### config.mk
export PLATFORM = sky130hd
export DESIGN_NAME = go_back_n_sender_unit
export DESIGN_NICKNAME = d
export VERILOG_FILES = /design/src/sv/gbns_pkg.sv /design/src/sv/gbns_ram.sv /design/src/sv/go_back_n_sender_unit.sv
export SDC_FILE = /design/constraint.sdc
export NUM_CORES = 1
export LEC_CHECK = 0
export BUFFER_PORTS_ARGS = -buffer_cell sky130_fd_sc_hd__buf_2
export CORE_ASPECT_RATIO = 1.1
export CORE_UTILIZATION = 50
export DETAILED_ROUTE_END_ITERATION = 8
export MAX_ROUTING_LAYER = met4
export PLACE_DENSITY = 0.71
export SLEW_MARGIN = 20
export SYNTH_ARGS = -nofsm -noshare
export SYNTH_HDL_FRONTEND = slang
export SYNTH_SLANG_ARGS = --single-unit
### constraint.sdc
create_clock -name clk -period 5.3 [get_ports clk]
set_input_delay 0.53 -clock clk [delete_from_list [all_inputs] [get_ports clk]]
set_output_delay 0.53 -clock clk [all_outputs]
set_load 0.01 [all_outputs]
### src/sv/gbns_pkg.sv
// ----------------------------------------------------------------------------
// gbns_pkg
// Types and codes of the Go-Back-N sender: transfer structs, kinds, registers.
// ----------------------------------------------------------------------------
`default_nettype none

package gbns_pkg;

	// Field widths fixed by the channel formats
	localparam int SEQ_BITS     = 16;
	localparam int PAYLOAD_BITS = 32;
	localparam int WSIZE_BITS   = 4;

	// Configuration port
	localparam int APB_ADDR_W = 3;
	localparam int APB_DATA_W = 32;
	localparam logic [0:0] REG_WINDOW_SIZE = 1'b0;
	localparam logic [WSIZE_BITS-1:0] WINDOW_SIZE_RESET = 4'd4;

	// Command kinds
	localparam logic [1:0] KIND_SEND    = 2'd0;
	localparam logic [1:0] KIND_ACK     = 2'd1;
	localparam logic [1:0] KIND_TIMEOUT = 2'd2;

	// Result kinds
	localparam logic [1:0] RES_STATUS = 2'd0;
	localparam logic [1:0] RES_PACKET = 2'd1;
	localparam logic [1:0] RES_TSTART = 2'd2;
	localparam logic [1:0] RES_TSTOP  = 2'd3;

	typedef struct packed {
		logic [1:0]              kind;
		logic [PAYLOAD_BITS-1:0] payload;
		logic [SEQ_BITS-1:0]     ack_number;
		logic                    ack_checksum_ok;
		logic [SEQ_BITS-1:0]     timeout_seq;
	} cmd_item_t;

	typedef struct packed {
		logic [1:0]              item_kind;
		logic [SEQ_BITS-1:0]     seq_number;
		logic [PAYLOAD_BITS-1:0] packet_payload;
		logic                    send_accepted;
		logic                    window_full;
		logic                    last;
	} res_item_t;

endpackage

`default_nettype wire

### src/sv/gbns_ram.sv
// ----------------------------------------------------------------------------
// gbns_ram
// Generic single-write, single-read RAM with a registered read port.
// ----------------------------------------------------------------------------
`default_nettype none

module gbns_ram #(
	parameter int WIDTH = 32,
	parameter int DEPTH = 8
) (
	input  wire logic                     clk,
	input  wire logic                     we,
	input  wire logic [$clog2(DEPTH)-1:0] waddr,
	input  wire logic [WIDTH-1:0]         wdata,
	input  wire logic                     re,
	input  wire logic [$clog2(DEPTH)-1:0] raddr,
	output logic      [WIDTH-1:0]         rdata
);

	logic [WIDTH-1:0] mem_q [DEPTH];

	// write port
	always_ff @(posedge clk) begin
		if (we) begin
			mem_q[waddr] <= wdata;
		end
	end

	// read port, data held until the next read
	always_ff @(posedge clk) begin
		if (re) begin
			rdata <= mem_q[raddr];
		end
	end

endmodule

`default_nettype wire

### src/sv/go_back_n_sender_unit.sv
// ----------------------------------------------------------------------------
// go_back_n_sender_unit
// Go-Back-N ARQ sender: window control, payload ring in RAM, resend on timeout.
// ----------------------------------------------------------------------------
//
//   channel  direction  handshake              payload
//   cmd      in         cmd_valid / cmd_stall  cmd   (gbns_pkg::cmd_item_t)
//   res      out        res_valid / res_stall  res   (gbns_pkg::res_item_t)
//   apb      in         psel / penable/pready  window_size at byte address 0
//
// One command at a time; each accepted command yields a sequence of results:
// send 1..3 results, ack 1..3, timeout 3 + outstanding (up to BUFFER_SLOTS), other 1.
// All results leave through one output register; the resend loop reads one payload
// ring slot per cycle from the RAM unless stalled. Reset clears the window state;
// the ring needs no clearing pass. A stalled result holds the sequencer; the next
// command may be taken while the final status still waits in the output register.
// ----------------------------------------------------------------------------
`default_nettype none

module go_back_n_sender_unit #(
	parameter int BUFFER_SLOTS = 8
) (
	input  wire logic                                clk,
	input  wire logic                                arst_n,
	// command channel
	input  wire logic                                cmd_valid,
	output logic                                     cmd_stall,
	input  wire gbns_pkg::cmd_item_t                 cmd,
	// result channel
	output logic                                     res_valid,
	input  wire logic                                res_stall,
	output gbns_pkg::res_item_t                      res,
	// configuration port
	input  wire logic                                psel,
	input  wire logic                                penable,
	input  wire logic                                pwrite,
	input  wire logic [gbns_pkg::APB_ADDR_W-1:0]     paddr,
	input  wire logic [gbns_pkg::APB_DATA_W-1:0]     pwdata,
	output logic      [gbns_pkg::APB_DATA_W-1:0]     prdata,
	output logic                                     pready
);

	import gbns_pkg::*;

	localparam int SLOT_W = (BUFFER_SLOTS > 1) ? $clog2(BUFFER_SLOTS) : 1;
	localparam int CNT_W  = $clog2(BUFFER_SLOTS + 1);
	localparam logic [SLOT_W:0]   SLOTS_V  = (SLOT_W + 1)'(BUFFER_SLOTS);
	localparam logic [SEQ_BITS-1:0] SLOTS_S = SEQ_BITS'(BUFFER_SLOTS);

	typedef enum logic [5:0] {
		ST_IDLE   = 6'b000001,
		ST_STOP   = 6'b000010,
		ST_START  = 6'b000100,
		ST_PKT    = 6'b001000,
		ST_RESEND = 6'b010000,
		ST_STATUS = 6'b100000
	} state_t;

	// ring slot arithmetic: value below twice the slot count
	function automatic logic [SLOT_W-1:0] slot_wrap(input logic [SLOT_W:0] v);
		logic [SLOT_W:0] r;
		r = (v >= SLOTS_V) ? (v - SLOTS_V) : v;
		return r[SLOT_W-1:0];
	endfunction

	state_t                  st_q, st_d;
	logic [WSIZE_BITS-1:0]   wsize_q;
	logic [SEQ_BITS-1:0]     base_q, next_q;
	logic [SLOT_W-1:0]       base_slot_q;
	logic [1:0]              kind_q;
	logic                    accepted_q;
	logic                    restart_q;
	logic [SEQ_BITS-1:0]     stop_seq_q, start_seq_q, pkt_seq_q, rs_seq_q;
	logic [PAYLOAD_BITS-1:0] pay_q;
	logic [SLOT_W-1:0]       rs_slot_q;
	logic [CNT_W-1:0]        rs_left_q;
	logic                    res_valid_q;
	res_item_t               res_q;

	logic [SEQ_BITS-1:0]     outs, win, ack_d, ack_next;
	logic                    send_ok, ack_ok, window_full_now, cmd_fire, slot_free;
	logic                    emit;
	res_item_t               emit_item;
	logic [SLOT_W-1:0]       send_slot, ack_slot, rs_slot_next;
	logic [CNT_W-1:0]        resend_cnt;
	logic                    ram_we, ram_re;
	logic [SLOT_W-1:0]       ram_raddr;
	logic [PAYLOAD_BITS-1:0] ram_rdata;
	logic                    cfg_write;

	// ------------------------------------------------------------------------
	// configuration port
	assign pready    = 1'b1;
	assign cfg_write = psel && penable && pwrite && pready;
	assign prdata    = (paddr[2] == REG_WINDOW_SIZE) ?
		APB_DATA_W'(wsize_q) : '0;

	always_ff @(posedge clk or negedge arst_n) begin
		if (!arst_n) begin
			wsize_q <= WINDOW_SIZE_RESET;
		end else if (cfg_write && paddr[2] == REG_WINDOW_SIZE) begin
			wsize_q <= pwdata[WSIZE_BITS-1:0];
		end
	end

	// ------------------------------------------------------------------------
	// window arithmetic
	always_comb begin
		if (wsize_q == '0) begin
			win = SEQ_BITS'(1);
		end else if (SEQ_BITS'(wsize_q) > SLOTS_S) begin
			win = SLOTS_S;
		end else begin
			win = SEQ_BITS'(wsize_q);
		end
	end

	assign outs            = next_q - base_q;
	assign send_ok         = outs < win;
	assign window_full_now = outs >= win;
	assign ack_d           = cmd.ack_number - base_q;
	assign ack_next        = cmd.ack_number + SEQ_BITS'(1);
	assign ack_ok          = cmd.ack_checksum_ok && (ack_d < outs);
	assign send_slot       = slot_wrap({1'b0, base_slot_q} + outs[SLOT_W:0]);
	assign ack_slot        = slot_wrap({1'b0, base_slot_q} + ack_d[SLOT_W:0] +
		(SLOT_W + 1)'(1));
	assign rs_slot_next    = slot_wrap({1'b0, rs_slot_q} + (SLOT_W + 1)'(1));
	assign resend_cnt      = (outs > SLOTS_S) ? CNT_W'(BUFFER_SLOTS) : outs[CNT_W-1:0];

	// ------------------------------------------------------------------------
	// handshake
	assign cmd_stall = (st_q != ST_IDLE);
	assign cmd_fire  = cmd_valid && !cmd_stall;
	assign slot_free = !res_valid_q || !res_stall;
	assign res_valid = res_valid_q;
	assign res       = res_q;

	// ------------------------------------------------------------------------
	// sequencer: next state, result to emit, ring reads
	always_comb begin
		st_d      = st_q;
		emit      = 1'b0;
		emit_item = '0;
		ram_re    = 1'b0;
		ram_raddr = base_slot_q;
		case (st_q)
			ST_IDLE: begin
				if (cmd_fire) begin
					case (cmd.kind)
						KIND_SEND: begin
							if (send_ok) begin
								st_d = (outs == '0) ? ST_START : ST_PKT;
							end else begin
								st_d = ST_STATUS;
							end
						end
						KIND_ACK: st_d = ack_ok ? ST_STOP : ST_STATUS;
						KIND_TIMEOUT: st_d = ST_STOP;
						default: st_d = ST_STATUS;
					endcase
				end
			end
			ST_STOP: begin
				emit                 = 1'b1;
				emit_item.item_kind  = RES_TSTOP;
				emit_item.seq_number = stop_seq_q;
				if (slot_free) begin
					if (kind_q == KIND_ACK && !restart_q) begin
						st_d = ST_STATUS;
					end else begin
						st_d = ST_START;
					end
				end
			end
			ST_START: begin
				emit                 = 1'b1;
				emit_item.item_kind  = RES_TSTART;
				emit_item.seq_number = start_seq_q;
				if (slot_free) begin
					case (kind_q)
						KIND_SEND: st_d = ST_PKT;
						KIND_TIMEOUT: begin
							if (outs != '0) begin
								st_d      = ST_RESEND;
								ram_re    = 1'b1;
								ram_raddr = base_slot_q;
							end else begin
								st_d = ST_STATUS;
							end
						end
						default: st_d = ST_STATUS;
					endcase
				end
			end
			ST_PKT: begin
				emit                     = 1'b1;
				emit_item.item_kind      = RES_PACKET;
				emit_item.seq_number     = pkt_seq_q;
				emit_item.packet_payload = pay_q;
				if (slot_free) begin
					st_d = ST_STATUS;
				end
			end
			ST_RESEND: begin
				emit                     = 1'b1;
				emit_item.item_kind      = RES_PACKET;
				emit_item.seq_number     = rs_seq_q;
				emit_item.packet_payload = ram_rdata;
				if (slot_free) begin
					if (rs_left_q > CNT_W'(1)) begin
						ram_re    = 1'b1;
						ram_raddr = rs_slot_next;
					end else begin
						st_d = ST_STATUS;
					end
				end
			end
			ST_STATUS: begin
				emit                    = 1'b1;
				emit_item.item_kind     = RES_STATUS;
				emit_item.seq_number    = next_q;
				emit_item.send_accepted = accepted_q;
				emit_item.window_full   = window_full_now;
				emit_item.last          = 1'b1;
				if (slot_free) begin
					st_d = ST_IDLE;
				end
			end
			default: st_d = ST_IDLE;
		endcase
	end

	assign ram_we = cmd_fire && (cmd.kind == KIND_SEND) && send_ok;

	// ------------------------------------------------------------------------
	// control state
	always_ff @(posedge clk or negedge arst_n) begin
		if (!arst_n) begin
			st_q        <= ST_IDLE;
			base_q      <= '0;
			next_q      <= '0;
			base_slot_q <= '0;
			kind_q      <= KIND_SEND;
			accepted_q  <= 1'b0;
			restart_q   <= 1'b0;
			rs_slot_q   <= '0;
			rs_left_q   <= '0;
			res_valid_q <= 1'b0;
		end else begin
			st_q <= st_d;
			if (cmd_fire) begin
				kind_q     <= cmd.kind;
				accepted_q <= ram_we;
				if (ram_we) begin
					next_q <= next_q + SEQ_BITS'(1);
				end
				if (cmd.kind == KIND_ACK && ack_ok) begin
					base_q      <= ack_next;
					base_slot_q <= ack_slot;
					restart_q   <= (ack_next != next_q);
				end
			end
			// resend walk over the ring
			if (st_q == ST_START && ram_re) begin
				rs_slot_q <= base_slot_q;
				rs_left_q <= resend_cnt;
			end else if (st_q == ST_RESEND && ram_re) begin
				rs_slot_q <= rs_slot_next;
				rs_left_q <= rs_left_q - CNT_W'(1);
			end
			// output register
			if (emit && slot_free) begin
				res_valid_q <= 1'b1;
			end else if (!res_stall) begin
				res_valid_q <= 1'b0;
			end
		end
	end

	// ------------------------------------------------------------------------
	// payload registers
	always_ff @(posedge clk) begin
		if (cmd_fire) begin
			case (cmd.kind)
				KIND_SEND: begin
					pkt_seq_q   <= next_q;
					start_seq_q <= next_q;
					pay_q       <= cmd.payload;
				end
				KIND_ACK: begin
					stop_seq_q  <= base_q;
					start_seq_q <= ack_next;
				end
				KIND_TIMEOUT: begin
					stop_seq_q  <= cmd.timeout_seq;
					start_seq_q <= cmd.timeout_seq;
				end
				default: begin
					pay_q <= pay_q;
				end
			endcase
		end
		if (st_q == ST_START && ram_re) begin
			rs_seq_q <= base_q;
		end else if (st_q == ST_RESEND && ram_re) begin
			rs_seq_q <= rs_seq_q + SEQ_BITS'(1);
		end
		if (emit && slot_free) begin
			res_q <= emit_item;
		end
	end

	// ------------------------------------------------------------------------
	// payload ring
	gbns_ram #(
		.WIDTH (PAYLOAD_BITS),
		.DEPTH (BUFFER_SLOTS)
	) u_ring (
		.clk   (clk),
		.we    (ram_we),
		.waddr (send_slot),
		.wdata (cmd.payload),
		.re    (ram_re),
		.raddr (ram_raddr),
		.rdata (ram_rdata)
	);

endmodule

`default_nettype wire

* Yosys cells after proc, flatten, opt, wreduce, memory -nomap -nowiden
Memories as Yosys holds them, arrays and structs flattened. A register that Yosys moved wholly into a read port is not among the register bits. Index checks and enable logic that the tools add are counted.
Storage, ports and cells: bits in latches 0, bits in read-only memories 0, logic and storage cells 145, memories 1, output and inout bits 88, RAM bits 256, register bits 206
Cells by class: add/sub/neg operators 13, divide/modulo/power cells 0, $mul 0, shifts and indexed selects 0, eq/ne operators 20, reductions and logical operators 32, muxes and demuxes 47, bitwise gates (word level) 1, order comparisons 9
Memories:
- u_ring.mem_q | depth 8, bits a word 32, read ports 1, clocked after Yosys merged registers in 1, wr ports 1, line gbns_ram.sv:20 | logic [WIDTH-1:0] mem_q [DEPTH];
Operator list (count):
- one-hot mux 18 bit (5 select lines) | 1
- two-way mux 6 bit | 11
- one-hot mux 32 bit (2 select lines) | 1
- adder 16 x 1 -> 16 bit, second input constant | 3
- two-way mux 16 bit | 3
- one-hot mux 16 bit (3 select lines) | 1
- one-hot mux 6 bit (6 select lines) | 1
- < comparator 16 bit | 2
- one-hot mux 16 bit (2 select lines) | 1
- subtractor 16 bit | 2
- two-way mux 3 bit | 8
- two-way mux 4 bit | 6
- one-hot mux 6 bit (3 select lines) | 1
- greater-or-equal comparator 16 bit | 1
- greater-than comparator 16 x 4 -> 1 bit, second input constant | 1
- zero test 16 bit | 1
- inequality test 16 bit | 1
- nonzero test 16 bit | 1
- inequality test 2 bit, second input constant | 7
- greater-or-equal comparator 4 bit, second input constant | 3
- logical AND 1 bit | 12
- one-hot mux 6 bit (2 select lines) | 1
- two-way mux 1 bit | 11
- AND reduction 2 bit | 5
- other kinds (27) | 37

* Logic depth before layout (Yosys ltp)
depth in word-level cells 9, depth in mapped cells 21

* Cells and area by module
From an unflattened synthesis, not the netlist that was laid out.
Unflattened totals: cell total of the unflattened synthesis 1497, area, all modules 22557.9 µm²
By module, submodules not included:
- go_back_n_sender_unit | area an instance 11771.3 µm², cells an instance 1082, times used 1
- gbns_ram | area an instance 10786.6 µm², cells an instance 415, times used 1

* Worst setup path before layout
No wires, ideal clock.
path kind reg-to-reg, start register next_q[0], end memory u_ring.mem_q[3][0], enable pin, arrival time 5.213 ns, cell stages (with the launch flop) 13, library setup time 0.461 ns, buffers on the path 0, setup slack -0.374 ns, clock period less this slack 5.674 ns, cells stage by stage dfrtp_1 inv_1 ha_1 fa_1 nand2b_1 a21oi_1 o2111ai_1 a211oi_1 o221a_2 nand4_1 nor4_2 nand2_1 nor3_1
Between the ends: word-level cells in the longest chain between the ends 5
RTL lines:
- start: declaration | line go_back_n_sender_unit.sv:68 | logic [SEQ_BITS-1:0] base_q, next_q;
- start signal: assignment | line go_back_n_sender_unit.sv:255 | next_q <= next_q + SEQ_BITS'(1);
- subtractor 16 bit * | line go_back_n_sender_unit.sv:118 | assign outs = next_q - base_q;
- < comparator 16 bit | line go_back_n_sender_unit.sv:119 | assign send_ok = outs < win;
- logical AND 1 bit | line go_back_n_sender_unit.sv:233 | assign ram_we = cmd_fire && (cmd.kind == KIND_SEND) && send_ok;
- two-way mux 1 bit | line gbns_ram.sv:24 | if (we) begin
- two-way mux 1 bit (not written as such) | line gbns_ram.sv:25 | mem_q[waddr] <= wdata;
- end: declaration | line gbns_ram.sv:20
Every way passes the cells marked *; elsewhere a longest branch is shown, timed or not.

* Final worst setup path
start register base_q[0], end register base_slot_q[2]
Between the ends: word-level cells in the longest chain between the ends 5
RTL lines:
- start: declaration | line go_back_n_sender_unit.sv:68
- start signal: assignment | line go_back_n_sender_unit.sv:258 | base_q <= ack_next;
- subtractor 16 bit (on tied branches) | line go_back_n_sender_unit.sv:121, go_back_n_sender_unit.sv:118
- adder 3 x 4 -> 4 bit or < comparator 16 bit (tied branches) | line go_back_n_sender_unit.sv:125, go_back_n_sender_unit.sv:123
- adder 4 x 1 -> 4 bit or logical AND 1 bit (tied branches) | line go_back_n_sender_unit.sv:125, go_back_n_sender_unit.sv:123
- greater-or-equal comparator 4 bit, or another cell as far along | line go_back_n_sender_unit.sv:62 | r = (v >= SLOTS_V) ? (v - SLOTS_V) : v;
- two-way mux 3 bit or AND reduction 2 bit (tied branches)
- end signal: assignment | line go_back_n_sender_unit.sv:259 | base_slot_q <= ack_slot;
- end: declaration | line go_back_n_sender_unit.sv:69 | logic [SLOT_W-1:0] base_slot_q;
Parallel ways exist; a longest one is shown, timed or not. A chain may end at the register's enable or synchronous reset.

==> key figures <==
Critical path
  • Crit path DAT: 5180 ps
  • CP Capture Type: flop
  • CP required: 5770 ps
  • CP startpoint: base_q[0]$_DFFE_PN0P_
  • Worst Path Max Fanout: 38
  • FF-to-FF Start: base_q[0]$_DFFE_PN0P_
  • Startpoint Class: flop
  • Crit Path Category: reg2reg

Drt
  • Avg Vias per Cell: 5.923
  • Routed wire length: 53160 um
  • WL/cell: 23.56 um
  • DRC Markers: 0
  • Initial DRC Count: 1305
  • TritonRoute pass-1 iters: 6
  • Remaining antenna violation count: 0
  • Vias after detailed routing: 13360

Synthesis
  • Area share of and/or/nand/nor cells after synthesis: 7.121%
  • Post-synth top flop: edfxtp_1
  • Ys Warns: 0
  • Post-synth top cells: edfxtp_1 (437), nand2_1 (115), o21ai_0 (75)
  • Area leader, netlist: edfxtp_1
  • Largest family of logic cells by synthesized area: multiplexers
  • Mean Syn Cell Area: 14.96 um2
  • Synth Instances: 1485
  • Sequential area share after synthesis: 65.52%
  • Top-count cell post-synth: edfxtp_1
  • Synth async-reset ratio: 11.54%
  • Synthesized-area fraction occupied by adder cells: 3.797%
  • Number of synthesized register bits: 494
  • Area share of the largest cell type after synthesis: 59.08%
  • Post-Syn Area: 0.02221 mm2
  • Post-synthesis mux area share: 9.064%
  • Distinct cells, synth: 73
  • Xor/xnor share of the synthesized area: 3.746%
  • Number of flops mapped to enable cells by yosys: 437
  • Top post-synthesis cells by area: edfxtp_1 (59%), mux4_2 (6.5%), dfrtp_1 (6.2%)
  • Compound-Gate Fraction of Synth Area: 7.678%

Clock tree
  • CTS Hold Bufs: 0
  • Clock slew at reported path FFs: 70 ps
  • Num CTS Buffers: 48
  • Clock root cell: clkbuf_16
  • CTS tree: yes
  • Skew-Pair Late Insertion Delay: 610 ps
  • Setup bufs post-CTS: 0
  • CTS resizes: 0
  • H-tree depth: 2
  • Sink Count: 494
  • Clk buf depth: 3

Layout
  • Number of fill cells: 3385
  • Net count, final: 1813
  • Area growth, synth to finish: 13.62%
  • Layout cells sized above 1: 22.69%

STA
  • RSZ-0062 raised after global routing: false
  • Final Max Slew Viols: 0
  • Setup TNS Final: 0 ps
  • Final Setup Violations: 0
  • Final worst path period share: 88.90%
  • Clock skew: 40.12 ps
  • Peak Freq: 0.2122 GHz
  • Post-route setup slack: 588.5 ps
  • Crit path time final: 4711 ps
  • Rel. slew slack: 20.62%
  • Final Hold Fails: 0
  • Worst Tran Pin Value: 1189 ps

Die
  • Die area: 0.04527 mm2
  • Row Count: 80
  • Initial core utilization: 50.89%
  • Die Y: 223.0 um
  • Core ar.: 0.04364 mm2
  • DIE WIDTH: 203.0 um
  • IO Pins: 197

Power and ir drop
  • Tot Pwr: 12.19 mW
  • Leak Pwr: 9.203 nW
  • Power Density: 483.1 mW/mm2
  • Worst VDD drop: 0.0003656 V

Place
  • HPWL after detailed placement: 33300 um
  • Port Buffers: 137
  • Pre-CTS setup slack: 402.6 ps
  • Placer Congestion: 0.9338

Run status
  • Status: finished clean

Global routing
  • Vias in the first global route: 13390
  • First-pass GRT wire length: 79800 um
  • Largest net degree at the start of global routing: 58
  • GR Overflow Total: 0
  • Initial antenna violation count: 3
  • Tot GR Track Use: 24.34%

Hold path
  • Worst hold-check path type: in2async

Flow run
  • Max-cap violation count: 0
==> final cells by class <==
cell class	instances	area [um2]	area share [%]
well taps	574	718.2	2.846
repair buffers	166	1003	3.976
flip-flops and latches	494	14550	57.66
diodes	3	7.507	0.02975
multi-input cells	873	7217	28.60
clock buffers	62	1264	5.008
clock inverters	28	264.0	1.046
inverters	56	210.2	0.8330
==> per-layer routing <==
metal,global-route usage (%),share of wire (%),up-vias
met2,40.90,51,522
met5,-,0,-
met3,4.061,6.9,98
met1,30.18,39,6746
met4,7.592,2.5,0
li1,-,-,5996
==> flip-flops by register name, summed over array words and instances, names as in the netlist, 4 cells and up <==
name and cells:
base_q 16, next_q 16, pay_q 32, pkt_seq_q 16, res 53, rs_left_q 4, rs_seq_q 16, st_q 6
start_seq_q 16, stop_seq_q 16, u_ring.mem_q 256, u_ring.rdata 32, wsize_q 4
==> layout by cell type (no fill, tap or decap), types with 9 or more instances in the layout <==
cell,instances
a222oi_1,16
nand3_1,34
a22oi_1,18
clkinv_1,9
buf_2,137
a31oi_1,10
buf_4,21
mux4_2,64
xnor2_1,63
clkbuf_16,48
edfxtp_1,437
clkbuf_1,13
mux2_2,49
conb_1,29
xor2_1,32
nor2b_1,11
nor2_1,50
ha_1,61
a21oi_1,35
inv_1,55
and3_1,9
nor3_1,23
nand2_1,115
o21ai_0,75
nand4_1,18
a22o_1,32
clkinv_2,11
dfrtp_1,55
==> worst paths after layout <==
| kind | endpoint | slack, ps | cells after the start |
|---|---|---|---|
| worst max-delay path | base_slot_q[2]$_DFFE_PN0P_ | 590 | 19 |
| worst min-delay path | base_q[10]$_DFFE_PN0P_ | 110 | 2 |
| worst max register to register | base_slot_q[2]$_DFFE_PN0P_ | 590 | 19 |
| worst min register to register | accepted_q$_DFFE_PN0P_ | 480 | 2 |
| max in group asynchronous | rs_left_q[0]$_DFFE_PN0P_ | 4630 | 2 |
| min in group clk | wsize_q[3]$_DFFE_PN0P_ | 170 | 2 |
==> metrics by stage <==
| stage | instance area, um2 | hold WS, ps | instances | utilization [%] |
|---|---|---|---|---|
| CTS | 25230 | 116.0 | 2253 | 57.80 |
| global route | 25240 | 154.8 | 2256 | 57.82 |
| floorplan | 22320 | 234.4 | 1512 | - |
| detailed placement | 23700 | 465.4 | 2163 | 54.30 |
| global placement | 23700 | 461.4 | 2163 | 54.30 |
| finish | 25240 | 110.2 | 2256 | 57.82 |
==> critical path, stage by stage (launching register included) <==
cell       delay, ps
dfrtp_1          450
ha_1             240
fa_1             410
nor2b_1          130
o21ai_0          110
a21boi_0         340
o211ai_1         170
a21oi_1          210
nor3_1           100
o41ai_1          360
a21oi_1          140
xnor2_1          140
ha_1             190
a211o_1          240
a2111oi_0        390
a211o_1          250
nand4_1          100
buf_4            260
nand2b_1         210
xnor2_1          130
==> cells by family (layout without fill, tap and decap cells) <==
kind of cell             Yosys count  count (layout)
AND/OR/NAND/NOR                  320             320
buffers and inverters            145             312
AO/OA/AOI/OAI                    249             249
other                              2              32
XOR/XNOR                          95              95
flip-flops                       494             494
adder cells (fa/ha/maj)           65              65
multiplexers                     115             115
==> power breakdown <==
group,total (mW),internal [mW],switching (mW)
Clock,3.30,1.81,1.50
Combinational,3.97,1.61,2.36
Sequential,4.92,4.73,0.187
Total,12.2,8.15,4.04
Power figures use the tool's default switching activity.
